===== src/sv/metaball_cell_classifier_macros.svh =====
// ---------------------------------------------------------------------------
// Metaball cell classifier assertion macros
// Concurrent checks on clk, disabled while rst_n is low; empty under SYNTH.
// ---------------------------------------------------------------------------
`ifndef METABALL_CELL_CLASSIFIER_MACROS_SVH
`define METABALL_CELL_CLASSIFIER_MACROS_SVH
`ifndef SYNTH
// same-cycle implication
`define MBCC_ASSERT_NOW(lbl, ante, cons) \
  lbl: assert property (@(posedge clk) disable iff (!rst_n) (ante) |-> (cons)) \
    else $error("mbcc assertion failed");
// next-cycle implication
`define MBCC_ASSERT_NEXT(lbl, ante, cons) \
  lbl: assert property (@(posedge clk) disable iff (!rst_n) (ante) |=> (cons)) \
    else $error("mbcc assertion failed");
`else
`define MBCC_ASSERT_NOW(lbl, ante, cons)
`define MBCC_ASSERT_NEXT(lbl, ante, cons)
`endif
`endif


===== src/sv/mbcc_pkg.sv =====
// ---------------------------------------------------------------------------
// mbcc_pkg
// Shared types, constants and the segment lookup of the metaball classifier.
// ---------------------------------------------------------------------------
package mbcc_pkg;

  localparam int NUM_BALLS   = 8;
  localparam int BALL_W      = (NUM_BALLS > 1) ? $clog2(NUM_BALLS) : 1;
  localparam int QDEPTH      = 2;
  localparam int QPTR_W      = (QDEPTH > 1) ? $clog2(QDEPTH) : 1;
  localparam int QCNT_W      = $clog2(QDEPTH + 1);
  localparam int IN_TDATA_W  = 56;
  localparam int OUT_TDATA_W = 16;
  localparam int CFG_AW      = 4;
  localparam int CFG_DW      = 32;

  localparam logic [5:0] CELL_SIZE_RST = 6'd10;
  localparam logic [7:0] THR_NUM_RST   = 8'd7;
  localparam logic [7:0] THR_DEN_RST   = 8'd10;

  localparam logic [1:0] REG_CELL_SIZE = 2'd0;
  localparam logic [1:0] REG_THR_NUM   = 2'd1;
  localparam logic [1:0] REG_THR_DEN   = 2'd2;

  localparam logic [1:0] EDGE_WEST  = 2'd0;
  localparam logic [1:0] EDGE_LOWER = 2'd1;
  localparam logic [1:0] EDGE_EAST  = 2'd2;
  localparam logic [1:0] EDGE_UPPER = 2'd3;

  typedef enum logic {
    OP_LOAD     = 1'b0,
    OP_CLASSIFY = 1'b1
  } opcode_t;

  typedef struct packed {
    opcode_t     op;
    logic [2:0]  ball_index;
    logic [9:0]  ball_x;
    logic [9:0]  ball_y;
    logic [7:0]  ball_rad;
    logic [9:0]  cell_x;
    logic [9:0]  cell_y;
  } cmd_t;

  typedef struct packed {
    logic [5:0] cell_size;
    logic [7:0] threshold_num;
    logic [7:0] threshold_den;
  } cfg_t;

  // first member is the most significant: case_code lands in the low bits
  typedef struct packed {
    logic [1:0] second_end_edge;
    logic [1:0] second_start_edge;
    logic [1:0] first_end_edge;
    logic [1:0] first_start_edge;
    logic [1:0] segment_count;
    logic [3:0] case_code;
  } out_item_t;

  function automatic out_item_t seg_lookup(input logic [3:0] code);
    out_item_t o;
    o           = '0;
    o.case_code = code;
    case (code) inside
      4'd1, 4'd14: begin
        o.segment_count    = 2'd1;
        o.first_start_edge = EDGE_WEST;
        o.first_end_edge   = EDGE_LOWER;
      end
      4'd2, 4'd13: begin
        o.segment_count    = 2'd1;
        o.first_start_edge = EDGE_EAST;
        o.first_end_edge   = EDGE_LOWER;
      end
      4'd3, 4'd12: begin
        o.segment_count    = 2'd1;
        o.first_start_edge = EDGE_WEST;
        o.first_end_edge   = EDGE_EAST;
      end
      4'd4, 4'd11: begin
        o.segment_count    = 2'd1;
        o.first_start_edge = EDGE_UPPER;
        o.first_end_edge   = EDGE_EAST;
      end
      4'd5: begin
        o.segment_count     = 2'd2;
        o.first_start_edge  = EDGE_EAST;
        o.first_end_edge    = EDGE_LOWER;
        o.second_start_edge = EDGE_WEST;
        o.second_end_edge   = EDGE_UPPER;
      end
      4'd6, 4'd9: begin
        o.segment_count    = 2'd1;
        o.first_start_edge = EDGE_UPPER;
        o.first_end_edge   = EDGE_LOWER;
      end
      4'd7, 4'd8: begin
        o.segment_count    = 2'd1;
        o.first_start_edge = EDGE_WEST;
        o.first_end_edge   = EDGE_UPPER;
      end
      4'd10: begin
        o.segment_count     = 2'd2;
        o.first_start_edge  = EDGE_WEST;
        o.first_end_edge    = EDGE_LOWER;
        o.second_start_edge = EDGE_UPPER;
        o.second_end_edge   = EDGE_EAST;
      end
      default: begin
        o.segment_count = 2'd0;
      end
    endcase
    return o;
  endfunction

endpackage


===== src/sv/mbcc_front.sv =====
// ---------------------------------------------------------------------------
// mbcc_front
// Unpacks input items into commands and drops loads beyond the ball table.
// ---------------------------------------------------------------------------
module mbcc_front (
  input  logic                                in_tvalid,
  output logic                                in_tready,
  input  logic [mbcc_pkg::IN_TDATA_W-1:0]     in_tdata,
  input  logic                                in_tuser,
  output logic                                push_valid,
  input  logic                                push_ready,
  output mbcc_pkg::cmd_t                      push_cmd
);
  import mbcc_pkg::*;

  logic keep;

  always_comb begin
    push_cmd.op         = opcode_t'(in_tuser);
    push_cmd.ball_index = in_tdata[2:0];
    push_cmd.ball_x     = in_tdata[12:3];
    push_cmd.ball_y     = in_tdata[22:13];
    push_cmd.ball_rad   = in_tdata[30:23];
    push_cmd.cell_x     = in_tdata[40:31];
    push_cmd.cell_y     = in_tdata[50:41];
  end

  // a load past the table is taken and dropped
  assign keep       = (push_cmd.op == OP_CLASSIFY) ||
                      (32'(push_cmd.ball_index) < NUM_BALLS);
  assign in_tready  = push_ready;
  assign push_valid = in_tvalid && keep;

endmodule


===== src/sv/mbcc_cmd_fifo.sv =====
// ---------------------------------------------------------------------------
// mbcc_cmd_fifo
// Short command queue between the front and back parts.
// ---------------------------------------------------------------------------
module mbcc_cmd_fifo (
  input  logic            clk,
  input  logic            rst_n,
  input  logic            push_valid,
  output logic            push_ready,
  input  mbcc_pkg::cmd_t  push_cmd,
  output logic            pop_valid,
  input  logic            pop_ready,
  output mbcc_pkg::cmd_t  pop_cmd
);
  import mbcc_pkg::*;

  cmd_t              mem_r [QDEPTH];
  logic [QPTR_W-1:0] wp_r;
  logic [QPTR_W-1:0] rp_r;
  logic [QCNT_W-1:0] cnt_r;
  logic              do_push;
  logic              do_pop;

  assign push_ready = (cnt_r != QCNT_W'(QDEPTH));
  assign pop_valid  = (cnt_r != '0);
  assign pop_cmd    = mem_r[rp_r];
  assign do_push    = push_valid && push_ready;
  assign do_pop     = pop_valid && pop_ready;

  always_ff @(posedge clk) begin
    if (!rst_n) begin
      wp_r  <= '0;
      rp_r  <= '0;
      cnt_r <= '0;
    end else begin
      if (do_push) begin
        mem_r[wp_r] <= push_cmd;
        wp_r        <= (wp_r == QPTR_W'(QDEPTH - 1)) ? '0 : wp_r + 1'b1;
      end
      if (do_pop) begin
        rp_r <= (rp_r == QPTR_W'(QDEPTH - 1)) ? '0 : rp_r + 1'b1;
      end
      if (do_push && !do_pop) begin
        cnt_r <= cnt_r + 1'b1;
      end else if (do_pop && !do_push) begin
        cnt_r <= cnt_r - 1'b1;
      end
    end
  end

endmodule


===== src/sv/mbcc_back.sv =====
// ---------------------------------------------------------------------------
// mbcc_back
// Ball table and corner tester: one ball/corner distance test per cycle
// through a three-stage multiply pipeline, then segment lookup and output.
// ---------------------------------------------------------------------------
`include "metaball_cell_classifier_macros.svh"

module mbcc_back (
  input  logic                              clk,
  input  logic                              rst_n,
  input  logic                              pop_valid,
  output logic                              pop_ready,
  input  mbcc_pkg::cmd_t                    pop_cmd,
  input  mbcc_pkg::cfg_t                    cfg,
  output logic                              out_tvalid,
  input  logic                              out_tready,
  output logic [mbcc_pkg::OUT_TDATA_W-1:0]  out_tdata
);
  import mbcc_pkg::*;

  typedef enum logic [1:0] {
    ST_IDLE,
    ST_RUN,
    ST_DRAIN
  } state_t;

  localparam logic [1:0]        CORNER_TL = 2'd0;
  localparam logic [1:0]        CORNER_TR = 2'd1;
  localparam logic [1:0]        CORNER_BR = 2'd2;
  localparam logic [1:0]        CORNER_BL = 2'd3;
  localparam logic [BALL_W-1:0] BALL_LAST = BALL_W'(NUM_BALLS - 1);

  state_t            state_r;
  logic [BALL_W-1:0] ball_r;
  logic [1:0]        corner_r;
  logic [9:0]        x0_r;
  logic [9:0]        y0_r;
  logic [3:0]        acc_r;

  logic [9:0]        pos_x_r [NUM_BALLS];
  logic [9:0]        pos_y_r [NUM_BALLS];
  logic [7:0]        rad_r   [NUM_BALLS];

  logic              s1_valid_r, s1_last_r;
  logic [1:0]        s1_corner_r;
  logic [10:0]       s1_dx_r, s1_dy_r;
  logic [7:0]        s1_r_r;

  logic              s2_valid_r, s2_last_r, s2_rnz_r;
  logic [1:0]        s2_corner_r;
  logic [21:0]       s2_dx2_r, s2_dy2_r;
  logic [15:0]       s2_r2_r;

  logic              s3_valid_r, s3_last_r, s3_rnz_r;
  logic [1:0]        s3_corner_r;
  logic [23:0]       s3_lhs_r;
  logic [30:0]       s3_rhs_r;

  out_item_t         out_r;
  logic              out_valid_r;
  out_item_t         pend_r;
  logic              pend_valid_r;

  logic [10:0]       x1, y1, px, py, bx, by;
  logic [10:0]       dx, dy;
  logic [22:0]       d2;
  logic              issue_last;
  logic              hit;
  logic [3:0]        acc_nxt;
  logic              fin;
  out_item_t         res;
  logic              out_take;
  logic              pop_fire;

  assign x1 = {1'b0, x0_r} + {5'd0, cfg.cell_size};
  assign y1 = {1'b0, y0_r} + {5'd0, cfg.cell_size};
  assign px = (corner_r == CORNER_TR || corner_r == CORNER_BR) ? x1 : {1'b0, x0_r};
  assign py = (corner_r == CORNER_BR || corner_r == CORNER_BL) ? y1 : {1'b0, y0_r};
  assign bx = {1'b0, pos_x_r[ball_r]};
  assign by = {1'b0, pos_y_r[ball_r]};
  assign dx = (px >= bx) ? px - bx : bx - px;
  assign dy = (py >= by) ? py - by : by - py;
  assign d2 = {1'b0, s2_dx2_r} + {1'b0, s2_dy2_r};

  assign issue_last = (corner_r == CORNER_BL) && (ball_r == BALL_LAST);
  assign hit        = s3_valid_r && s3_rnz_r && ({7'd0, s3_lhs_r} >= s3_rhs_r);
  assign acc_nxt    = acc_r | (hit ? (4'b0001 << s3_corner_r) : 4'b0000);
  assign fin        = s3_valid_r && s3_last_r;
  assign res        = seg_lookup({acc_nxt[CORNER_TL], acc_nxt[CORNER_TR],
                                  acc_nxt[CORNER_BR], acc_nxt[CORNER_BL]});
  assign out_take   = out_valid_r && out_tready;

  // a classify waits until the overflow slot is free
  assign pop_ready  = (state_r == ST_IDLE) &&
                      ((pop_cmd.op == OP_LOAD) || !pend_valid_r);
  assign pop_fire   = pop_valid && pop_ready;

  assign out_tvalid = out_valid_r;
  assign out_tdata  = {{(OUT_TDATA_W - $bits(out_item_t)){1'b0}}, out_r};

  always_ff @(posedge clk) begin
    if (!rst_n) begin
      state_r      <= ST_IDLE;
      ball_r       <= '0;
      corner_r     <= CORNER_TL;
      acc_r        <= '0;
      s1_valid_r   <= 1'b0;
      s2_valid_r   <= 1'b0;
      s3_valid_r   <= 1'b0;
      out_valid_r  <= 1'b0;
      pend_valid_r <= 1'b0;
      for (int i = 0; i < NUM_BALLS; i++) begin
        rad_r[i] <= '0;
      end
    end else begin
      unique case (state_r)
        ST_IDLE: begin
          if (pop_fire) begin
            if (pop_cmd.op == OP_LOAD) begin
              pos_x_r[BALL_W'(pop_cmd.ball_index)] <= pop_cmd.ball_x;
              pos_y_r[BALL_W'(pop_cmd.ball_index)] <= pop_cmd.ball_y;
              rad_r[BALL_W'(pop_cmd.ball_index)]   <= pop_cmd.ball_rad;
            end else begin
              x0_r     <= pop_cmd.cell_x;
              y0_r     <= pop_cmd.cell_y;
              ball_r   <= '0;
              corner_r <= CORNER_TL;
              state_r  <= ST_RUN;
            end
          end
        end
        ST_RUN: begin
          if (ball_r == BALL_LAST) begin
            ball_r   <= '0;
            corner_r <= corner_r + 2'd1;
          end else begin
            ball_r <= ball_r + 1'b1;
          end
          if (issue_last) begin
            state_r <= ST_DRAIN;
          end
        end
        ST_DRAIN: begin
          if (fin) begin
            state_r <= ST_IDLE;
          end
        end
        default: begin
          state_r <= ST_IDLE;
        end
      endcase

      // test pipeline
      s1_valid_r  <= (state_r == ST_RUN);
      s1_last_r   <= issue_last;
      s1_corner_r <= corner_r;
      s1_dx_r     <= dx;
      s1_dy_r     <= dy;
      s1_r_r      <= rad_r[ball_r];

      s2_valid_r  <= s1_valid_r;
      s2_last_r   <= s1_last_r;
      s2_corner_r <= s1_corner_r;
      s2_rnz_r    <= (s1_r_r != 8'd0);
      s2_dx2_r    <= {11'd0, s1_dx_r} * {11'd0, s1_dx_r};
      s2_dy2_r    <= {11'd0, s1_dy_r} * {11'd0, s1_dy_r};
      s2_r2_r     <= {8'd0, s1_r_r} * {8'd0, s1_r_r};

      s3_valid_r  <= s2_valid_r;
      s3_last_r   <= s2_last_r;
      s3_corner_r <= s2_corner_r;
      s3_rnz_r    <= s2_rnz_r;
      s3_lhs_r    <= {8'd0, s2_r2_r} * {16'd0, cfg.threshold_den};
      s3_rhs_r    <= {23'd0, cfg.threshold_num} * {8'd0, d2};

      // clear the corner bits as a new cell starts
      if (pop_fire && (pop_cmd.op == OP_CLASSIFY)) begin
        acc_r <= '0;
      end else begin
        acc_r <= acc_nxt;
      end

      // output register with one overflow slot
      if (fin) begin
        if (!out_valid_r || out_take) begin
          out_r       <= res;
          out_valid_r <= 1'b1;
        end else begin
          pend_r       <= res;
          pend_valid_r <= 1'b1;
        end
      end else if (out_take) begin
        if (pend_valid_r) begin
          out_r        <= pend_r;
          pend_valid_r <= 1'b0;
        end else begin
          out_valid_r <= 1'b0;
        end
      end
    end
  end

  `MBCC_ASSERT_NOW(a_fin_slot_free, fin, !pend_valid_r)
  `MBCC_ASSERT_NOW(a_pend_behind_out, pend_valid_r, out_valid_r)
  `MBCC_ASSERT_NOW(a_last_in_drain, fin, state_r == ST_DRAIN)
  `MBCC_ASSERT_NEXT(a_start_clean, pop_fire && (pop_cmd.op == OP_CLASSIFY),
                    (state_r == ST_RUN) && (acc_r == 4'd0))

endmodule


===== src/sv/metaball_cell_classifier.sv =====
// ---------------------------------------------------------------------------
// metaball_cell_classifier
// Marching-squares case classifier over a table of metaballs.
// ---------------------------------------------------------------------------
// Flow: a classify item leaves the command queue, then each corner is
//   tested against each ball in turn on the one shared multiply pipeline,
//   which then drains its 3 stages; the next classify is taken only once
//   its last test has left the pipeline. Load items go one per cycle while
//   the back part is idle and are written to the ball table as they pop.
// Reset (rst_n low, synchronous): queue and outputs empty, all balls off,
//   cell_size 10, threshold 7/10; no clearing pass.
module metaball_cell_classifier (
  input  logic                              clk,
  input  logic                              rst_n,
  input  logic                              in_tvalid,
  output logic                              in_tready,
  // ball_index, ball_x, ball_y, ball_rad, cell_x, cell_y
  input  logic [mbcc_pkg::IN_TDATA_W-1:0]   in_tdata,
  // opcode
  input  logic                              in_tuser,
  output logic                              out_tvalid,
  input  logic                              out_tready,
  // case_code, segment_count, first_start_edge, first_end_edge,
  // second_start_edge, second_end_edge
  output logic [mbcc_pkg::OUT_TDATA_W-1:0]  out_tdata,
  input  logic                              cfg_psel,
  input  logic                              cfg_penable,
  input  logic                              cfg_pwrite,
  input  logic [mbcc_pkg::CFG_AW-1:0]       cfg_paddr,
  input  logic [mbcc_pkg::CFG_DW-1:0]       cfg_pwdata,
  output logic [mbcc_pkg::CFG_DW-1:0]       cfg_prdata,
  output logic                              cfg_pready
);
  import mbcc_pkg::*;

  cfg_t       cfg_r;
  logic       cfg_wr;
  logic [1:0] reg_idx;
  logic       push_valid, push_ready, pop_valid, pop_ready;
  cmd_t       push_cmd, pop_cmd;

  assign cfg_pready = 1'b1;
  assign cfg_wr     = cfg_psel && cfg_penable && cfg_pwrite && cfg_pready;
  assign reg_idx    = cfg_paddr[3:2];

  always_ff @(posedge clk) begin
    if (!rst_n) begin
      cfg_r.cell_size     <= CELL_SIZE_RST;
      cfg_r.threshold_num <= THR_NUM_RST;
      cfg_r.threshold_den <= THR_DEN_RST;
    end else if (cfg_wr) begin
      case (reg_idx)
        REG_CELL_SIZE: cfg_r.cell_size     <= cfg_pwdata[5:0];
        REG_THR_NUM:   cfg_r.threshold_num <= cfg_pwdata[7:0];
        REG_THR_DEN:   cfg_r.threshold_den <= cfg_pwdata[7:0];
        default: begin
        end
      endcase
    end
  end

  always_comb begin
    case (reg_idx)
      REG_CELL_SIZE: cfg_prdata = {26'd0, cfg_r.cell_size};
      REG_THR_NUM:   cfg_prdata = {24'd0, cfg_r.threshold_num};
      REG_THR_DEN:   cfg_prdata = {24'd0, cfg_r.threshold_den};
      default:       cfg_prdata = '0;
    endcase
  end

  mbcc_front u_front (
    .in_tvalid  (in_tvalid),
    .in_tready  (in_tready),
    .in_tdata   (in_tdata),
    .in_tuser   (in_tuser),
    .push_valid (push_valid),
    .push_ready (push_ready),
    .push_cmd   (push_cmd)
  );

  mbcc_cmd_fifo u_fifo (
    .clk        (clk),
    .rst_n      (rst_n),
    .push_valid (push_valid),
    .push_ready (push_ready),
    .push_cmd   (push_cmd),
    .pop_valid  (pop_valid),
    .pop_ready  (pop_ready),
    .pop_cmd    (pop_cmd)
  );

  mbcc_back u_back (
    .clk        (clk),
    .rst_n      (rst_n),
    .pop_valid  (pop_valid),
    .pop_ready  (pop_ready),
    .pop_cmd    (pop_cmd),
    .cfg        (cfg_r),
    .out_tvalid (out_tvalid),
    .out_tready (out_tready),
    .out_tdata  (out_tdata)
  );

endmodule


===== config.mk =====
export PLATFORM = sky130hd
export DESIGN_NAME = metaball_cell_classifier
export DESIGN_NICKNAME = d
export VERILOG_FILES = /design/src/sv/mbcc_pkg.sv /design/src/sv/mbcc_front.sv /design/src/sv/mbcc_cmd_fifo.sv /design/src/sv/mbcc_back.sv /design/src/sv/metaball_cell_classifier.sv
export VERILOG_INCLUDE_DIRS = /design/src /design/src/sv
export SDC_FILE = /design/constraint.sdc
export NUM_CORES = 2
export LEC_CHECK = 0
export BUFFER_PORTS_ARGS = -buffer_cell sky130_fd_sc_hd__buf_2
export CAP_MARGIN = 20
export CORE_AREA = 2 2 382 384
export CTS_CLUSTER_DIAMETER = 60
export DETAILED_ROUTE_END_ITERATION = 10
export DIE_AREA = 0 0 384 386
export PLACE_DENSITY = 0.45
export SLEW_MARGIN = 10
export SYNTH_ARGS = -nofsm -noshare
export SYNTH_HDL_FRONTEND = slang
export SYNTH_HIERARCHICAL = 1
export SYNTH_SLANG_ARGS = --single-unit

===== constraint.sdc =====
create_clock -name clk -period 7.4 [get_ports clk]
set_input_delay 2.22 -clock clk [delete_from_list [all_inputs] [get_ports clk]]
set_output_delay 2.22 -clock clk [all_outputs]
set_load 0.01 [all_outputs]

After elaboration in Yosys (flattened, before gate mapping)
Memory sizes are Yosys's and may differ from the RTL's. A register that Yosys moved wholly into a read port is not among the register bits.
Index checks and enable logic that the tools add are counted.
Word-level totals
  bits in writable memories: 328
  input port bits: 100
  memories kept: 4
  register bits: 238
Memory list
  u_fifo.mem_r: depth 2, width 52, rd ports 1, clocked after memory_dff 1, wr ports 1, line mbcc_cmd_fifo.sv:17  | cmd_t mem_r [QDEPTH];
  u_back.pos_x_r: depth 8, width 10, rd ports 1, clocked after memory_dff 1, wr ports 1, line mbcc_back.sv:40  | logic [9:0] pos_x_r [NUM_BALLS];
  u_back.pos_y_r: depth 8, width 10, rd ports 1, clocked after memory_dff 1, wr ports 1, line mbcc_back.sv:41  | logic [9:0] pos_y_r [NUM_BALLS];
  u_back.rad_r: depth 8, width 8, rd ports 1, clocked after memory_dff 1, wr ports 8, line mbcc_back.sv:42  | logic [7:0] rad_r [NUM_BALLS];
Cells by class
  bitwise logic cells: 4
  reductions and logical operators: 48
  multiply operators: 5
  equal/unequal tests: 31
  shift operators: 1
  muxes and demuxes: 76
  $add $sub $neg: 13
  magnitude comparators: 3
Operator list (number)
  $mux 4: 16
  $mux 14: 4
  $mul 11x11->22: 2
  $mux 11: 4
  $mux 2: 17
  $ge 24x31->1: 1
  $mul 8x23->31: 1
  $eq 4x4->1 const B: 7
  $mux 3: 9
  $mul 16x8->24: 1
  $pmux 8 s3: 1
  $add 22x22->23: 1
  $add 10x6->11: 2
  $ge 11x10->1: 2
  $sub 10x11->11: 2
  $sub 11x10->11: 2
  $mux 1: 21
  $eq 4x3->1 const B: 4
  $mul 8x8->16: 1
  $reduce_and 4->1: 4
  $reduce_or 2->1: 7
  $logic_and 1x1->1: 13
  $ne 2x1->1 const B: 5
  $reduce_bool 2->1: 5
  24 further kinds: 49

Logic depth before layout (Yosys ltp)
  depth in word-level cells: 15
  mapped depth: 29
  mapped depth without buffers: 28

By module
The synthesis kept the hierarchy.
By module, submodules not included
  mbcc_back: cells each 3324, times used 1, seq. area each 13022.5 sq um, area an instance 37435.9 sq um
  mbcc_cmd_fifo: cells each 189, times used 1, seq. area each 3223.1 sq um, area an instance 3977.6 sq um
  metaball_cell_classifier: cells each 140, times used 1, seq. area each 440.4 sq um, area an instance 1243.7 sq um
  mbcc_front: cells each 54, times used 1, seq. area each 0.0 sq um, area an instance 405.4 sq um

Worst setup path after synthesis
OpenSTA, ideal clock, no wires.
  kind: register to register
  start: register u_back.s2_dx2_r[3]
  end: register u_back.s3_rhs_r[29] (data pin)
  path buffers: 0
  setup time: 0.135 ns
  arrival: 6.171 ns
  cell stages (with the launch flop): 28
  slack: 1.094 ns
  data required time: 7.265 ns
  cell sequence: edfxtp_1 ha_1 a21o_1 a21oi_1 o21bai_1 a21oi_1 a21oi_1 a21oi_1 o21bai_1 xor2_1 nand2_1 fa_1 inv_1 fa_1 fa_1 inv_1 fa_1 inv_1 ha_1 a21o_1 a211oi_1 o21bai_1 a21o_1 a21oi_1 a311o_1 a31oi_1 or4_1 nand3_1
On the way
  word-level cells in the longest chain between the ends: 2
RTL lines
  start, declared: line mbcc_back.sv:51  | logic [21:0] s2_dx2_r, s2_dy2_r;
  start signal, assigned: line mbcc_back.sv:165  | s2_dx2_r <= {11'd0, s1_dx_r} * {11'd0, s1_dx_r};
  $add 22x22->23: line mbcc_back.sv:83  | assign d2 = {1'b0, s2_dx2_r} + {1'b0, s2_dy2_r};
  $mul 8x23->31: line mbcc_back.sv:174  | s3_rhs_r <= {23'd0, cfg.threshold_num} * {8'd0, d2};
  end signal, assigned: line mbcc_back.sv:174
  end, declared: line mbcc_back.sv:57  | logic [30:0] s3_rhs_r;
Every way passes these cells.
A chain may end at the register's enable or synchronous reset.

Worst setup path after layout
Same ends and word-level chain as after synthesis.

==> metrics.md <==
| Metric | Value |
|---|---|
| Number of synthesis warnings | `6` |
| CTS resizes | `0` |
| Clk Latency, worst-skew pair | `0.66 ns` |
| Clk Tree Root Cell | `clkbuf_16` |
| Status | `complete, no violations` |
| CTS sink count | `571` |
| Core area | `145000 um2` |
| FF-to-FF path depth | `28` |
| Worst Skew | `0.0360 ns` |
| Fin crit share | `94.4%` |
| Mean cell area of the mapped netlist | `11.6 um2` |
| Fill count | `14600` |
| Worst slew pin tran | `0.982 ns` |
| Initial antenna violation count | `6` |
| Final hold violation count | `0` |
| CTS tree | `yes` |
| CTS clk-pin slew, worst paths | `0.06 ns` |
| Worst R2R End | `u_back/s3_rhs_r[29]$_DFFE_PP_` |
| RSZ-0062 raised after global routing | `false` |
| Met2 WL | `43.5 mm` |
| Slew Limit Fails | `0` |
| Req. time, crit path | `7.92 ns` |
| Hold slack | `0.420 ns` |
| Synth cell types | `83` |
| Final Cell Area | `48100 um2` |
| Crit Path Max Fanout | `8` |
| Area after DPL | `45500 um2` |
| Worst EP arrival | `7.50 ns` |
| Clk buf depth | `3` |
| Setup Buffers After CTS | `0` |
| Dpl hpwl | `72.0 mm` |
| Largest net degree at the start of global routing | `68` |
| Gp weighted congestion | `0.790` |
| Minimum clock period | `6.98 ns` |
| Most used cell, CP | `a21oi_1` |
| Initial DRC Count | `1536` |
| Final #Nets | `4567` |
| Setup CP Type | `reg -> reg` |
| Async SR Flop Fraction | `0%` |
| Fmax achieved | `143 MHz` |
| DRC Markers | `0` |
| DR top layer | `met5` |
| Reg2Reg Setup Slack | `0.42 ns` |
| Buffers on Ports | `92` |
| Syn Std Cell Area | `43100 um2` |
| Ratio of cells with drive above 1 in the final layout | `12.0%` |
| Post-synthesis sequential area ratio | `38.7%` |
| Via count | `26000` |
| H-tree levels | `3` |
| Die Wd | `384 um` |
| CP max-delay cell | `fa_1` |
| Number of synthesized register bits | `571` |
| Die ar. | `148000 um2` |
| GR Util All Layers | `13.0%` |
| Grt ovf | `0` |
| Post-route ant nets | `0` |
| Hold path depth | `0` |
| Worst r2r src | `u_back/s2_dx2_r[3]$_DFFE_PP_` |
| Post-synth top area share | `36.6%` |
| EDFF count, synth | `525` |
| WL final | `94.2 mm` |
| Setup tns final | `0 ns` |
| Final core utilization | `33.3%` |
| Slew margin rel. | `34.2%` |
| Main area contributors after synthesis | `edfxtp_1 (37%), fa_1 (17%), ha_1 (9.6%)` |
| Max-Cap Viols | `0` |
| # IOs | `151` |
| Worst Setup SP | `u_back/s2_dx2_r[3]$_DFFE_PP_` |
| Cells after Synth | `3707` |
| Hold-fix buffers, CTS | `0` |
| CP Capture Point | `u_back/s3_rhs_r[29]$_DFFE_PP_` |
| Met1 WL | `45.8 mm` |
| Area grow syn2layout | `11.7%` |
| Pre-antenna DRT Iters | `5` |
| Std-Cell Rows | `140` |
| Initial core utilization | `29.8%` |
| Worst min-delay path category | `reg -> reg` |
| Die Ht | `386 um` |
| Post-synth top flop | `edfxtp_1` |
| DR vias/cell | `4.53` |
| Startpoint type of the worst setup path | `register` |
| Drt wl/cell | `16.4 um` |
| CP endpoint kind | `register` |
| Final setup violation count | `0` |
| HP Start | `u_back/s1_corner_r[0]$_DFFE_PP_` |
| Vias in the first global route | `26700` |
| Routed met3 length | `3.10 mm` |
| Crit-path max cell delay | `0.54 ns` |
| Yosys top cell by area | `edfxtp_1` |
| Num CTS Buffers | `77` |
| Global-route wire length before repair | `151 mm` |
## metrics by stage
| stage | setup slack (ns) | cells |
|---|---|---|
| 3_3_place_gp | 0.187 | 5613 |
| 6_report | 0.418 | 5755 |
| 5_1_grt | 0.0300 | 5754 |
| 2_1_floorplan | 1.09 | 3732 |
| 3_5_place_dp | 0.218 | 5613 |
| 4_1_cts | 0.161 | 5754 |
## cells in the mapped netlist (23+ instances only)
| cell | number |
|---|---|
| fa_1 | 361 |
| and2_1 | 346 |
| edfxtp_1 | 525 |
| mux2_2 | 80 |
| a21oi_1 | 109 |
| nand2_1 | 245 |
| and3_1 | 28 |
| nor2b_1 | 46 |
| inv_1 | 529 |
| a31oi_1 | 37 |
| dfxtp_1 | 46 |
| nor3_1 | 39 |
| nand3_1 | 38 |
| clkbuf_1 | 91 |
| xor2_1 | 43 |
| xnor2_1 | 107 |
| o21ai_0 | 66 |
| mux4_2 | 56 |
| buf_4 | 83 |
| nand2b_1 | 25 |
| mux2i_1 | 58 |
| a21o_1 | 50 |
| nor2_1 | 113 |
| o21bai_1 | 23 |
| ha_1 | 331 |
## registers in the layout, indices dropped and copies added, names as in the netlist, 3 cells and up, named ones only
register	cells
u_fifo/mem_r	104
u_back/pos_x_r	80
u_back/pos_y_r	80
u_back/rad_r	64
u_back/s3_rhs_r	31
u_back/s3_lhs_r	24
cfg_r	22
u_back/s2_dx2_r	21
u_back/s2_dy2_r	21
u_back/s2_r2_r	15
u_back/out_tdata	12
u_back/pend_r	12
u_back/s1_dx_r	11
u_back/s1_dy_r	11
u_back/x0_r	10
u_back/y0_r	10
u_back/s1_r_r	8
u_back/acc_r	4
u_back/ball_r	3
## metal layers
metal	vias to the layer above	GRT usage, %
li1	12600	-
met1	13000	18.3
met2	351	20.8
met3	106	1.77
met4	2	3.38
met5	-	0
## how the worst min path moves through the flow
stage | end | slack [ns]
CTS | u_back/s2_corner_r[0]$_DFFE_PP_ | 0.42
floorplan | u_back/s2_corner_r[0]$_DFFE_PP_ | 0.40
global placement | u_back/s2_last_r$_DFFE_PP_ | 0.40
finish | u_back/s2_corner_r[0]$_DFFE_PP_ | 0.42
global route | u_back/s2_last_r$_DFFE_PP_ | 0.44
detailed placement | u_back/s2_last_r$_DFFE_PP_ | 0.41
## critical path: cells and delay by family (launching register included)
family,cells,cell delay (ns)
AND/OR/NAND/NOR,3,0.59
XOR/XNOR,1,0.15
adder cells (fa/ha/maj),6,2.68
AO/OA/AOI/OAI,14,2.74
flip-flops,1,0.36
buffers and inverters,4,0.34
## layout make-up
type | instances | area [um2] | share of cell area (%)
Tap cell | 1917 | 2400 | 4.99
Clock buffer | 93 | 2000 | 4.15
Sequential cell | 571 | 16700 | 34.7
Inverter | 530 | 1990 | 4.14
Multi-Input combinational cell | 2438 | 23500 | 48.8
Antenna cell | 1 | 2.50 | 0.00520
Timing Repair Buffer | 157 | 971 | 2.02
Clock inverter | 48 | 573 | 1.19
## layout by cell type, fill, tap and decap left out, drive strengths merged, types with 47 or more instances in the layout
cell    instances
ha            331
a21oi         109
inv           539
mux2i          58
and2          347
nor2          113
nor2b          47
mux2           81
a21o           50
buf           157
fa            361
o21ai          70
xnor2         107
mux4           56
clkbuf         93
edfxtp        525
nand2         245
## cell families after synthesis
kind of cell	synth area share, %
and+or+nand+nor	11.5
AOI/OAI and AO/OA	6.67
muxes	6.40
adders and majority gates	26.4
buffers and inverters	7.14
DFF	38.7
xor gates and xnor gates	3.05
other	0.0349
Power is not shown: default switching activity piles up to over one toggle a cycle in this logic, so the estimate is an artifact.
